--- config.mk ---
export PLATFORM = sky130hd
export DESIGN_NAME = ttb_queue
export DESIGN_NICKNAME = d
export VERILOG_FILES = /design/src/hw/rtl/ttb_pkg.sv /design/src/hw/rtl/ttb_queue.sv
export SDC_FILE = /design/constraint.sdc
export NUM_CORES = 1
export LEC_CHECK = 0
export ABC_AREA = 1
export BUFFER_PORTS_ARGS = -buffer_cell sky130_fd_sc_hd__buf_2
export CORE_AREA = 2 2 285 287
export DETAILED_ROUTE_END_ITERATION = 10
export DIE_AREA = 0 0 287 289
export SYNTH_ARGS = -nofsm -noshare
export SYNTH_HDL_FRONTEND = slang
export SYNTH_SLANG_ARGS = --single-unit
--- constraint.sdc ---
create_clock -name clk -period 30.6 [get_ports clk]
set_clock_uncertainty 0.15 [all_clocks]
set_input_delay 1.53 -clock clk [delete_from_list [all_inputs] [get_ports clk]]
set_output_delay 1.53 -clock clk [all_outputs]
set_load 0.05 [all_outputs]
--- src/hw/rtl/ttb_pkg.sv ---
// ----------------------------------------------------------------------------
// ttb_pkg: shared types and constants for the triangle tangent basis block
// Holds the front-to-back queue entry type and the fixed field widths.
// ----------------------------------------------------------------------------
package ttb_pkg;

  localparam int TEX_W = 16;

  // work handed from the front to the back: edge deltas, uv deltas
  typedef struct packed {
    logic signed [49:0] e1x;
    logic signed [49:0] e1y;
    logic signed [49:0] e1z;
    logic signed [49:0] e2x;
    logic signed [49:0] e2y;
    logic signed [49:0] e2z;
    logic signed [16:0] d1u;
    logic signed [16:0] d1v;
    logic signed [16:0] d2u;
    logic signed [16:0] d2v;
  } ttb_job_t;

endpackage

--- src/hw/rtl/ttb_queue.sv ---
// ----------------------------------------------------------------------------
// ttb_queue: two-entry job queue
// Decouples the vertex collector from the vector unit.
// ----------------------------------------------------------------------------
module ttb_queue import ttb_pkg::*; (
  input  logic     clk,
  input  logic     rst_n,
  input  logic     wr_valid,
  output logic     wr_stall,
  input  ttb_job_t wr_data,
  output logic     rd_valid,
  input  logic     rd_stall,
  output ttb_job_t rd_data
);

  ttb_job_t   mem_r [2];
  logic       wp_r, rp_r;
  logic [1:0] cnt_r;
  logic       wr, rd;

  assign wr_stall = (cnt_r == 2'd2);
  assign rd_valid = (cnt_r != 2'd0);
  assign wr = wr_valid && !wr_stall;
  assign rd = rd_valid && !rd_stall;
  assign rd_data = mem_r[rp_r];

  always_ff @(posedge clk) begin
    if (!rst_n) begin
      wp_r <= 1'b0; rp_r <= 1'b0; cnt_r <= 2'd0;
    end else begin
      if (wr) wp_r <= !wp_r;
      if (rd) rp_r <= !rp_r;
      cnt_r <= cnt_r + 2'(wr) - 2'(rd);
    end
  end

  always_ff @(posedge clk) begin
    if (wr) mem_r[wp_r] <= wr_data;
  end

endmodule

; ---- Word-level counts from Yosys, hierarchy flattened
; Memory sizes are Yosys's and may differ from the RTL's. A register that Yosys moved wholly into a read port is not among the register bits.
; Cells that the tools add are included.
[word_totals]
reg_bits = 4
ramBits = 736
inputBits = 372
output_inout_bits = 370
wordCells = 18
mem_count = 1
[op_classes]
add_sub_neg = 2
n_eq_ne = 1
n_mux = 4
n_reduce_logical = 7
[mem_list]
columns = name, depth, word_bits, rd, rd_clocked_by_memory_dff, write_ports, line
row1 = mem_r, 2, 368, 1, 1, 1, ttb_queue.sv:16  ; ttb_job_t mem_r [2];
[ops]
columns = op, n
row1 = zero test 1 bit, 4
row2 = two-way mux 1 bit, 4
row3 = adder 2 x 1 -> 2 bit, 1
row4 = == test 2 bit (second input constant), 1
row5 = logical AND 1 bit, 2
row6 = nonzero test 2 bit, 1
row7 = subtractor 2 x 1 -> 2 bit, 1

; ---- Depth between registers and ports, before layout
[depth]
ltp_word = 5
depth_mapped = 11

; ---- Worst setup path after synthesis
; Ideal clock, no wire load.
[synth_path]
path_kind = input-to-reg
startpoint = input wr_valid
endpoint = memory mem_r[0][0] (netlist bit), enable pin
setup_ns = 1.104
t_arrival_ns = 16.828
setup_slack_ns = 12.517
cell_stages = 2
cell_sequence = nand2_1 -> nor2_1
[synth_between]
elab_chain_len = 3
[synth_lines]
columns = element, line
row1 = start: declaration, ttb_queue.sv:8  ; input logic wr_valid,
row2 = logical AND 1 bit, ttb_queue.sv:23  ; assign wr = wr_valid && !wr_stall;
row3 = two-way mux 1 bit, ttb_queue.sv:38  ; if (wr) mem_r[wp_r] <= wr_data;
row4 = two-way mux 1 bit (not written as such), ttb_queue.sv:38
row5 = end: declaration, ttb_queue.sv:16
; Every way passes these cells.

==> results.py <==
metrics = {
    "worst_setup_path": {
        "crit_type": "flip-flop to output pin",
        "cpMaxStageDelayCell": "dfxtp_4",
        "r2r-end": "mem_r[0][313]",
        "crit_path_start_kind": "flip-flop",
        "crit_fanout": 63,
        "reg2regPathDepth": 7,
        "cp_cell_sequence": "buf_4 > buf_4 > buf_4 > mux2_4 > buf_2",
        "worst_ep_arrival_time_ps": 5180,
        "end_kind": "output pin",
        "ff2ff_setup_slack_ps": 26780,
        "crit_top_cell": "buf_4",
        "crit_required_ps": 28920,
        "r2r-start": "cnt_r[0]",
        "cpPeakStageDelay_ps": 1040,
    },
    "job": {
        "maxCapViolations": 0,
    },
    "cts": {
        "root_buffer": "clkbuf_16",
        "cts_inserted_buffers": 77,
        "cts_tree": "done",
        "post_cts_resized": 0,
        "h-tree-depth": 3,
        "post_cts_buffers": 0,
        "cts_hold_buf": 0,
        "clock_latency_ps": 610,
        "clk_pin_slew_ps": 60,
        "clock_sinks": 741,
        "cts_max_path_buffers": 3,
    },
    "global_routing": {
        "grt_pass1_vias": 14600,
        "grt_overflow": 0,
        "grt_start_max_net_pins": 110,
        "grt_pass1_wl_mm": 90.9,
        "track_usage_pct": 14.6,
        "antenna_found_initial": 19,
    },
    "pwr": {
        "switchingPower_w": 0.00123,
        "sw_frac_of_total_pct": 36.4,
        "ir_worst_vdd_v": 0.0000550,
        "p_leak_nw": 13.6,
        "combPwrFrac_pct": 33.8,
        "powerDensity_nw_per_um2": 95.7,
        "intPower_w": 0.00215,
        "pwr-share-clk_pct": 26.6,
        "power.share.sequential_pct": 39.6,
        "power_w": 0.00337,
    },
    "floorplanning": {
        "die_w_um": 287,
        "dieArea_um2": 82900,
        "core_area_um2": 79900,
        "initial_utilization_pct": 35.2,
        "rows": 104,
        "io_pins": 742,
        "die_y_um": 289,
    },
    "yosys": {
        "ys_warn_count": 0,
        "synth_cell_types": 13,
        "avgSynthCellArea_um2": 23.8,
        "synth_cells": 1182,
        "synth_fp_nets": 1556,
        "netlist_area_um2": 28100,
        "synth-seq-area-share_pct": 79.0,
        "ys_ff_latch": 741,
    },
    "placed_design": {
        "port_buffers": 741,
        "gp_congestion": 0.836,
        "dp_hpwl_mm": 46.0,
        "placed_area_um2": 32800,
    },
    "final_layout": {
        "final_nets": 2351,
        "drive_above_1_share_pct": 60.4,
        "layout_commonest_cell": "buf_2",
        "design_area_um2": 35200,
        "area_delta_synth_final_pct": 25.4,
        "post-route-util_pct": 44.1,
        "mostFrequentLayoutCells": "buf_2 (741), edfxtp_1 (736), mux2_4 (301)",
    },
    "run_status": {
        "outcome": "completed",
    },
    "drt": {
        "drt-pass1-iter-count": 4,
        "drt-total-wl_mm": 64.4,
        "drcViolationCount": 0,
        "postRouteAntennaNets": 0,
        "vias": 14000,
        "first_iter_violations": 689,
        "wl_per_cell_um": 20.8,
        "routed_via_density": 4.52,
    },
    "sta": {
        "rsz0062_at_grt": "no",
        "period_share_pct": 22.4,
        "worstMarginPinSlew_ps": 1120,
        "hold_viol": 0,
        "fmax_mhz": 146,
        "timing.setup.tns_ps": 0,
        "relSlewSlack_pct": 25.5,
        "setup_viol": 0,
        "slew_violations": 0,
        "period_minus_slack_ps": 6860,
    },
    "min_path": {
        "holdCritStartpoint": "rp_r",
        "holdPathStages": 2,
        "worstHoldPathType": "flip-flop to flip-flop",
    },
}
-- sequential cells by signal, indices dropped and copies added, names as in the netlist, named ones only --
signal  cells
mem_r     736
cnt_r       2
rp_r        1
wp_r        1
-- worst max-delay path by stage --
stage	start	endpoint	slack (ps)	cells past startpoint
floorplan	wr_valid	mem_r[0][0]	12520	2
global placement	flip-flop	rd_data[303]	24480	5
detailed placement	flip-flop	rd_data[319]	24380	5
CTS	flip-flop	rd_data[266]	23670	5
global route	flip-flop	rd_data[300]	23500	5
finish	flip-flop	rd_data[266]	23740	5
-- routing by layer --
metal / share of wire [%] / vias to the layer above / track usage [%] / wire, µm
li1: - / 6319 / - / -
met1: 34 / 7028 / 14.9 / 22200
met2: 53 / 542 / 26.5 / 34100
met3: 9.8 / 135 / 6.15 / 6320
met4: 2.6 / 20 / 5.38 / 1670
met5: 0.21 / - / 0 / 138
-- per-stage QoR --
stage	hold slack [ps]	instances	worst slack, ps
global route	405	3101	23500
CTS	354	3095	23670
detailed placement	340	2958	24380
floorplan	317	1182	12520
global placement	335	2958	24480
finish	346	3105	23740
-- critical path: cells and delay by family (launching register included) --
kind                   cells  cell delay (ps)
buffers and inverters      4             2900
muxes                      1              360
DFF                        1             1040
-- kinds of logic (layout without fill, tap and decap cells) --
logic type | after synthesis | count (layout) | share of synthesized area [%]
AO/OA/AOI/OAI | 2 | 2 | 0.0356
other | 0 | 10 | 0
flip-flops | 741 | 741 | 79.0
buffers and inverters | 49 | 902 | 1.83
multiplexers | 368 | 368 | 18.8
AND/OR/NAND/NOR | 20 | 20 | 0.280
adder cells (fa/ha/maj) | 2 | 2 | 0.0890
-- power by group through the flow --
stage	sequential (W)	clock (W)	combinational, W
after detailed placement	0.00136	0	0.00115
after global placement	0.00135	0	0.00114
after floorplan	0.00141	0	0.000943
after global routing	0.00135	0.000963	0.00119
after CTS	0.00134	0.000925	0.00115
final	0.00134	0.000898	0.00114
-- area by class of cell --
type,count,area [µm²]
clock inverter,45,405
sequential,741,22200
clock buffer,92,2030
tap,1060,1330
fill,7050,44600
multi-input combinational,392,5400
antenna,10,25.0
inverter,8,37.5
timing repair buffer,757,3830
-- synth_stat cells (all sizes together) --
cell type / count / area share (%)
inv: 8 / 0.11
nand3: 3 / 0.053
nor2: 8 / 0.11
edfxtp: 736 / 79
a21oi: 2 / 0.036
buf: 41 / 1.7
dfxtp: 5 / 0.36
mux2: 368 / 19
ha: 2 / 0.089
nand2: 9 / 0.12
Power figures use the tool's default switching activity.
