## src/hw/rtl/ttb_pkg.sv

```systemverilog
// ----------------------------------------------------------------------------
// ttb_pkg: shared types and constants for the triangle tangent basis block
// Holds the front-to-back queue entry type and the fixed field widths.
// ----------------------------------------------------------------------------
package ttb_pkg;

  localparam int TEX_W = 16;

  // work handed from the front to the back: edge deltas, uv deltas
  typedef struct packed {
    logic signed [49:0] e1x;
    logic signed [49:0] e1y;
    logic signed [49:0] e1z;
    logic signed [49:0] e2x;
    logic signed [49:0] e2y;
    logic signed [49:0] e2z;
    logic signed [16:0] d1u;
    logic signed [16:0] d1v;
    logic signed [16:0] d2u;
    logic signed [16:0] d2v;
  } ttb_job_t;

endpackage

```

## src/hw/rtl/ttb_front.sv

```systemverilog
// ----------------------------------------------------------------------------
// ttb_front: vertex collector
// Holds the first two vertices of a triangle and, on the third, pushes the
// edge and uv deltas into the job queue.
// ----------------------------------------------------------------------------
module ttb_front import ttb_pkg::*; #(
  parameter int POS_WIDTH = 32
) (
  input  logic                        clk,
  input  logic                        rst_n,
  input  logic                        in_valid,
  output logic                        in_stall,
  input  logic signed [POS_WIDTH-1:0] in_pos_x,
  input  logic signed [POS_WIDTH-1:0] in_pos_y,
  input  logic signed [POS_WIDTH-1:0] in_pos_z,
  input  logic signed [TEX_W-1:0]     in_tex_u,
  input  logic signed [TEX_W-1:0]     in_tex_v,
  input  logic                        in_starts_triangle,
  output logic                        job_valid,
  input  logic                        job_stall,
  output ttb_job_t                    job
);

  logic signed [POS_WIDTH-1:0] p_r [6];
  logic signed [TEX_W-1:0]     t_r [4];
  logic [1:0]                  cnt_r, cnt_nxt, slot;
  logic                        acc;

  assign slot = in_starts_triangle ? 2'd0 : cnt_r;
  // stall only a third vertex that cannot enter the queue
  assign in_stall = job_stall && (slot == 2'd2);
  assign acc = in_valid && !in_stall;
  assign job_valid = in_valid && (slot == 2'd2);

  always_comb begin
    cnt_nxt = cnt_r;
    if (acc) cnt_nxt = (slot == 2'd2) ? 2'd0 : slot + 2'd1;
  end

  always_ff @(posedge clk) begin
    if (!rst_n) begin
      cnt_r <= 2'd0;
      for (int i = 0; i < 6; i++) p_r[i] <= '0;
      for (int i = 0; i < 4; i++) t_r[i] <= '0;
    end else begin
      cnt_r <= cnt_nxt;
      if (acc && slot == 2'd0) begin
        p_r[0] <= in_pos_x; p_r[1] <= in_pos_y; p_r[2] <= in_pos_z;
        t_r[0] <= in_tex_u; t_r[1] <= in_tex_v;
      end
      if (acc && slot == 2'd1) begin
        p_r[3] <= in_pos_x; p_r[4] <= in_pos_y; p_r[5] <= in_pos_z;
        t_r[2] <= in_tex_u; t_r[3] <= in_tex_v;
      end
    end
  end

  always_comb begin
    job.e1x = 50'(p_r[3]) - 50'(p_r[0]);
    job.e1y = 50'(p_r[4]) - 50'(p_r[1]);
    job.e1z = 50'(p_r[5]) - 50'(p_r[2]);
    job.e2x = 50'(in_pos_x) - 50'(p_r[0]);
    job.e2y = 50'(in_pos_y) - 50'(p_r[1]);
    job.e2z = 50'(in_pos_z) - 50'(p_r[2]);
    job.d1u = 17'(t_r[2]) - 17'(t_r[0]);
    job.d1v = 17'(t_r[3]) - 17'(t_r[1]);
    job.d2u = 17'(in_tex_u) - 17'(t_r[0]);
    job.d2v = 17'(in_tex_v) - 17'(t_r[1]);
  end

endmodule

```

## config.mk

```make
export PLATFORM = sky130hd
export DESIGN_NAME = ttb_front
export DESIGN_NICKNAME = d
export VERILOG_FILES = /design/src/hw/rtl/ttb_pkg.sv /design/src/hw/rtl/ttb_front.sv
export SDC_FILE = /design/constraint.sdc
export NUM_CORES = 1
export LEC_CHECK = 0
export ABC_AREA = 1
export BUFFER_PORTS_ARGS = -buffer_cell sky130_fd_sc_hd__buf_2
export CORE_MARGIN = 3
export CORE_UTILIZATION = 40
export DETAILED_ROUTE_END_ITERATION = 16
export PLACE_DENSITY = 0.61
export SLEW_MARGIN = 20
export SYNTH_ARGS = -nofsm -noshare
export SYNTH_HDL_FRONTEND = slang
export SYNTH_SLANG_ARGS = --single-unit
```

## constraint.sdc

```tcl
create_clock -name clk -period 3.9 [get_ports clk]
set_clock_uncertainty 0.05 [all_clocks]
set_input_delay 0.78 -clock clk [delete_from_list [all_inputs] [get_ports clk]]
set_output_delay 0.78 -clock clk [all_outputs]
set_load 0.02 [all_outputs]
```

* Word-level counts from Yosys, hierarchy flattened *
Memory sizes are Yosys's and may differ from the RTL's.
Index checks and enable logic that the tools add are counted.
Widths: inputs -> output; s select.

cells by class
  $add $sub $neg = 11
  equal/unequal tests = 2
  muxes and demuxes = 19
  bitwise gates (word level) = 10
  reductions and logical operators = 7

operators with widths
  operator             number
  $sub 32x32->33       6
  $mux 32              6
  $sub 16x16->17       4
  $mux 16              4
  $or 1x1->1           10
  $mux 1               7
  $logic_and 1x1->1    5
  $mux 2               2
  $add 2x1->2 const B  1
  $eq 2x1->1 const B   1
  $eq 2x2->1 const B   1
  $logic_not 2->1      1
  $logic_not 1->1      1

word-level totals
  flip-flop bits (word level) = 2
  memory bits (writable) = 256
  input bits = 133
  output and inout bits = 370
  word-level logic and storage cells = 52
  memories = 2

memory list
  name  words  bits a word  rd ports  clocked after Yosys merged registers in  write ports  RTL line         RTL
  p_r   6      32           6         0                                        6            ttb_front.sv:24  logic signed [POS_WIDTH-1:0] p_r [6];
  t_r   4      16           4         0                                        4            ttb_front.sv:25  logic signed [TEX_W-1:0] t_r [4];

* Depth between registers and ports, before layout *
Gate-level depths: netlist of run 1.

  word-level depth = 10
  mapped depth = 15
  mapped depth without buffers = 14

* Worst setup path before layout of run 1 *
Ideal clock, no wire load.

  path kind = in2out
  start point = in in_pos_y[0]
  end point = out job[151] (netlist bit)
  arrival = 2.788 ns
  data required time = 3.070 ns
  slack = 0.282 ns
  cell stages on the path = 15
  buffers on the path = 1
  path through = inv_1 ha_1 fa_1 inv_1 nand2_1 nand2_1 nand3_1 nand2_1 nand2_1 nand2_1 nand2_1 nand2_1 nand2_1 nand2_1 buf_4

RTL lines
  what         RTL line         RTL
  from (decl)  ttb_front.sv:14  input logic signed [POS_WIDTH-1:0] in_pos_y,
  to (decl)    ttb_front.sv:21  output ttb_job_t job

==> results of run 1 <==
## power by group through the flow
| stage | clock [mW] | combinational, mW | sequential [mW] |
|---|---|---|---|
| 2_1_floorplan | 0 | 4.86 | 3.35 |
| 3_3_place_gp | 0 | 6.78 | 3.36 |
| 3_5_place_dp | 0 | 6.79 | 3.36 |
| 4_1_cts | 2.99 | 6.84 | 3.30 |
| 5_1_grt | 3.10 | 7.59 | 3.32 |
| 6_report | 2.92 | 6.87 | 3.30 |
## sequential cells by signal, indices dropped and copies added, names as in the netlist
signal and count:
p_r 192, cnt_r 2, t_r 64
## what timing repair did
| item | 4_1_cts | 5_1_grt |
|---|---|---|
| gates resized for setup | 6 | 37 |
| hold buffers | 0 | 0 |
| gates cloned | 0 | 5 |
| pin swaps | 0 | 5 |
| endpoints found under the setup margin | 73 | 127 |
| buffers inserted | 0 | 1 |
## per-layer routing
layer	vias to the layer above	track usage [%]	part of all wire, %
met5	-	0	0.030
met2	672	38.3	46
met4	4	5.25	2.3
li1	14900	-	-
met1	12400	29.5	45
met3	94	3.50	6.3
## layout by cell type (no fill, tap or decap), drive strengths merged, types with 3 or more instances in the layout
cell type	instances
a21boi	3
a21o	18
a21oi	171
and2	12
buf	522
bufinv	4
clkbuf	37
clkinv	13
diode	8
edfxtp	256
fa	10
ha	256
inv	1112
nand2	1738
nand3	207
nand4	25
nor2	561
nor3	20
o21a	3
o21ai	16
o21bai	19
or2	11
xnor2	19
xor2	104
## cells by family (layout without fill, tap and decap cells)
| logic type | Yosys count | count (layout) | share of synthesized area (%) |
|---|---|---|---|
| adders and majority gates | 266 | 266 | 11.5 |
| buffers and inverters | 1245 | 1689 | 17.8 |
| DFF | 258 | 258 | 26.1 |
| other | 0 | 8 | 0 |
| AOI/OAI and AO/OA | 231 | 231 | 4.29 |
| and+or+nand+nor | 2571 | 2576 | 36.7 |
| xor gates and xnor gates | 123 | 123 | 3.64 |
## stage by stage
step	std cells	util, %	TNS [ns]	power, mW	hold WS, ns
3_5_place_dp	6039	44.5	0	10.2	0.421
5_1_grt	6104	46.1	-0.00150	14.0	0.353
2_1_floorplan	4694	-	0	8.21	0.397
3_3_place_gp	6039	44.5	0	10.1	0.411
6_report	6110	46.1	0	13.1	0.377
4_1_cts	6096	45.9	0	13.1	0.335
## worst paths after layout
| check | depth (start not counted) | to |
|---|---|---|
| worst max-delay path | 11 | job[334] |
| worst max register to register | 5 | p_r[0][60] |
| worst min-delay path | 2 | cnt_r[0] |
| worst min register to register | 2 | cnt_r[1] |
## cell type report
| class | instances | area share (%) |
|---|---|---|
| antenna | 8 | 0.0594 |
| multi-input combinational | 3196 | 49.7 |
| tap | 959 | 3.56 |
| clock buffer | 37 | 2.37 |
| sequential | 258 | 22.9 |
| timing repair buffer | 522 | 8.33 |
| clock inverter | 20 | 0.639 |
| inverter | 1110 | 12.4 |
## worst max-delay path, cell delays in order (launching register included)
cell,delay [ns]
edfxtp_1,0.40
ha_1,0.25
fa_2,0.38
inv_2,0.10
nand2_1,0.05
nand2_1,0.08
nand3_1,0.10
nand2_2,0.13
nand2_1,0.09
nand2_2,0.11
xor2_1,0.41
buf_2,0.26
==> results.json, run 1 <==
{
  "yosysMostFrequentCell": "nand2_1",
  "p_int_mw": 7.08,
  "clockBufferDepth": 3,
  "synth_area_sq_mm": 0.0296,
  "multi_input_area_sq_mm": 0.0168,
  "ys_ff_latch": 258,
  "ant_nets": 0,
  "fin_ws_ns": 0.124,
  "drt_iter0_markers": 1612,
  "synth_top_area_cell": "edfxtp_1",
  "via_per_inst": 4.60,
  "grt_pass1_wl_mm": 138,
  "syn_area_per_cell_sq_um": 6.30,
  "ios": 503,
  "synthArstFlopShare_pct": 0,
  "p_sw_mw": 6.02,
  "gp_congestion": 0.906,
  "post-route-min-period_ns": 3.78,
  "hp-class": "in2reg",
  "hold_viol_final": 0,
  "register_area_sq_mm": 0.00773,
  "yosysWarnings": 0,
  "nets": 5518,
  "dp_hpwl_mm": 76.0,
  "cp-start-kind": "flip-flop",
  "grt_max_degree": 65,
  "critical_path_required_ns": 3.07,
  "cp-startpoint": "p_r[0][0]",
  "power_frac_seq_pct": 25.2,
  "ir_drop_v": 0.000351,
  "die-area_sq_mm": 0.0773,
  "row_count": 99,
  "rr_startpoint": "cnt_r[1]",
  "cts_made_buffers": 31,
  "cts_root_buf": "clkbuf_16",
  "htreeDepth": 1,
  "pre_cts_ws_ns": 0.0342,
  "final_area_sq_mm": 0.0337,
  "start_util_pct": 40.5,
  "fill_cells": 7878,
  "final-setup-viol-count": 0,
  "yosys-top-cells-count": "nand2_1 (1731), inv_1 (1109), nor2_1 (451), edfxtp_1 (256), ha_1 (256)",
  "clockPowerShare_pct": 22.3,
  "dpl_cell_area_sq_mm": 0.0325,
  "synth_ff_type": "edfxtp_1",
  "worstSkewPairLatency_ns": 0.57,
  "combinationalPowerShare_pct": 52.5,
  "layout-drive-gt1-share_pct": 14.2,
  "drcViolationCount": 0,
  "cp.arrival_ns": 2.95,
  "period_share_pct": 96.8,
  "maxCapViolations": 0,
  "antenna_found_initial": 11,
  "yosys.area.top_type_share_pct": 26.0,
  "synthCells": 4694,
  "crit_type": "reg2out",
  "num_vias": 28100,
  "switching_share_pct": 46.0,
  "grt_pass1_vias": 26100,
  "slew_headroom_pct": 49.2,
  "port_buffers": 502,
  "chipHeight_um": 278,
  "min_from": "in_valid",
  "core_sq_mm": 0.0731,
  "first_pass_iters": 7,
  "die_w_um": 278,
  "tightest_slew_ns": 0.761,
  "leakage_nw": 20.3,
  "finalWirelength_mm": 89.3,
  "area_growth_pct": 13.9,
  "ys_types": 34,
  "powerDensity_mw_per_mm2": 389,
  "rrSetupSlack_ns": 1.71,
  "status": "complete, no violations",
  "grt_usage_pct": 22.3,
  "max_freq_ghz": 0.265,
  "yosys-top-cells-area": "edfxtp_1 (26%), nand2_1 (22%), inv_1 (14%)",
  "crit_fanout": 3,
  "ys_seq_area_share_pct": 26.1,
  "grt_overflow": 0,
  "clk_pin_slew_ns": 0.06,
  "synth_edf_count": 256,
  "cts_tree": "built",
  "report.final.slew_viol_count": 0,
  "syn_nets": 5093,
  "critPathCaptureType": "primary output",
  "wire_per_inst_um": 14.6,
  "cts_sinks": 258
}
Note: power is estimated with default switching activity, not from simulation.
==> run 2, diff against run 1 <==
CORE_ASPECT_RATIO = 0.6   (was unset)
==> results.json, run 2 (same netlist as run 1, synthesis figures left out) <==
{
  "status": "complete, no violations",
  "crit_type": "reg2out",
  "grt_max_degree": 70,
  "start_util_pct": 40.8,
  "clockBufferDepth": 3,
  "final_common_cell": "nand2_1",
  "ant_nets": 0,
  "gp_congestion": 0.969,
  "grt_pass1_wl_mm": 147,
  "hold_viol_final": 0,
  "critPathCaptureType": "primary output",
  "drcViolationCount": 0,
  "grt_usage_pct": 24.5,
  "num_vias": 28700,
  "finalWirelength_mm": 99.0,
  "powerDensity_mw_per_mm2": 396,
  "port_buffers": 502,
  "htreeDepth": 1,
  "dpl_cell_area_sq_mm": 0.0326,
  "cp.arrival_ns": 2.93,
  "final-setup-viol-count": 0,
  "leakage_nw": 20.3,
  "fin_ws_ns": 0.139,
  "nets": 5525,
  "hp-class": "in2reg",
  "largest-register": "p_r",
  "cts_root_buf": "clkbuf_16",
  "clk_pin_slew_ns": 0.07,
  "dp.cells": 6062,
  "slowest_delay_ns": 0.40,
  "die_w_um": 357,
  "slew_headroom_pct": 48.0,
  "core_sq_mm": 0.0725,
  "fin_cells": 6129,
  "dp_hpwl_mm": 84.0,
  "crit_fanout": 5,
  "wire_per_inst_um": 16.2,
  "row_count": 76,
  "area_growth_pct": 14.3,
  "grt_overflow": 0,
  "largest_reg_flops": 192,
  "die-area_sq_mm": 0.0774,
  "cts_sinks": 258,
  "maxCapViolations": 0,
  "report.final.slew_viol_count": 0,
  "ios": 503,
  "path_cells": "ha_2 > fa_2 > inv_1 > nand2_1 > nand2_1 > nand3_1 > nand2_2 > nand2_1 > nand2_2 > nand2_1 > nand2_1 > nand2_4 > nand2_2 > buf_2",
  "fin_util_pct": 46.7,
  "cts_made_buffers": 30,
  "finalPower_mw": 13.4,
  "post-route-min-period_ns": 3.76,
  "tightest_slew_ns": 0.780,
  "cpMaxStageDelayCell": "edfxtp_1",
  "first_pass_iters": 6,
  "layout_common_cells": "nand2_1 (1709), inv_1 (1106), buf_2 (493)",
  "max_freq_ghz": 0.266,
  "crit_top_cell": "nand2_1",
  "pre_cts_ws_ns": 0.0363,
  "worstSkewPairLatency_ns": 0.58,
  "grt_pass1_vias": 25000,
  "via_per_inst": 4.69,
  "period_share_pct": 96.4,
  "drt_iter0_markers": 2761,
  "antenna_found_initial": 9,
  "cts_tree": "built",
  "final_area_sq_mm": 0.0338,
  "chipHeight_um": 217,
  "hold_slack_ns": 0.372,
  "tns_ns": 0,
  "critical_path_required_ns": 3.07,
  "cp-start-kind": "flip-flop",
  "ir_drop_v": 0.000355,
  "layout-drive-gt1-share_pct": 14.5,
  "reg_top3": "p_r: 192 flops, t_r: 64 flops, cnt_r: 2 flops"
}
==> run 2: cell count changes in the layout (fill, tap and decap cells not counted), moves of 4 or more <==
cell,change
nand2_2,+6
nand2_1,-7
buf_4,+11
diode_2,-4
buf_2,-4
==> run 2: worst max-delay path: cells and delay by family, from the launching register on <==
kind / cells / cell delay, ns
and+or+nand+nor: 10 / 1.02
buffers and inverters: 2 / 0.29
adders and majority gates: 2 / 0.58
DFF: 1 / 0.40
==> run 2: final timing paths <==
| kind | startpoint | to | slack, ns | cells after the start |
|---|---|---|---|---|
| setup / recovery | p_r[0][32] | job[302] | 0.14 | 14 |
| hold / removal | in_valid | cnt_r[0] | 0.37 | 2 |
| setup reg to reg | cnt_r[1] | p_r[0][155] | 1.62 | 7 |
| hold reg to reg | cnt_r[1] | cnt_r[1] | 0.42 | 2 |
==> run 2: where the power goes <==
part           switching, mW  internal (mW)
sequential            0.0559           3.25
combinational           4.98           2.13
clock                   1.25           1.72
total                   6.29           7.10
==> run 2: layout make-up <==
type	instances	area (sq um)
well taps	975	1220
multi-input cells	3198	16800
inverters	1110	4170
diodes	4	10.0
clock buffers	38	802
repair buffers	528	2860
flip-flops and latches	258	7730
fillers	7822	38700
clock inverters	18	204
==> run 2: repair_timing <==
item	4_1_cts	5_1_grt
cloned	0	7
pin swaps	0	8
resized for setup	11	49
endpoints found under the setup margin	93	142
setup buffers	0	0
hold buffers	0	0
==> run 2: metal layers <==
layer	global-route usage [%]	routed length (um)	up-vias
li1	-	-	14900
met4	2.88	1050	6
met3	5.87	10200	56
met5	0	37	-
met2	32.3	36800	1033
met1	40.0	51000	12700
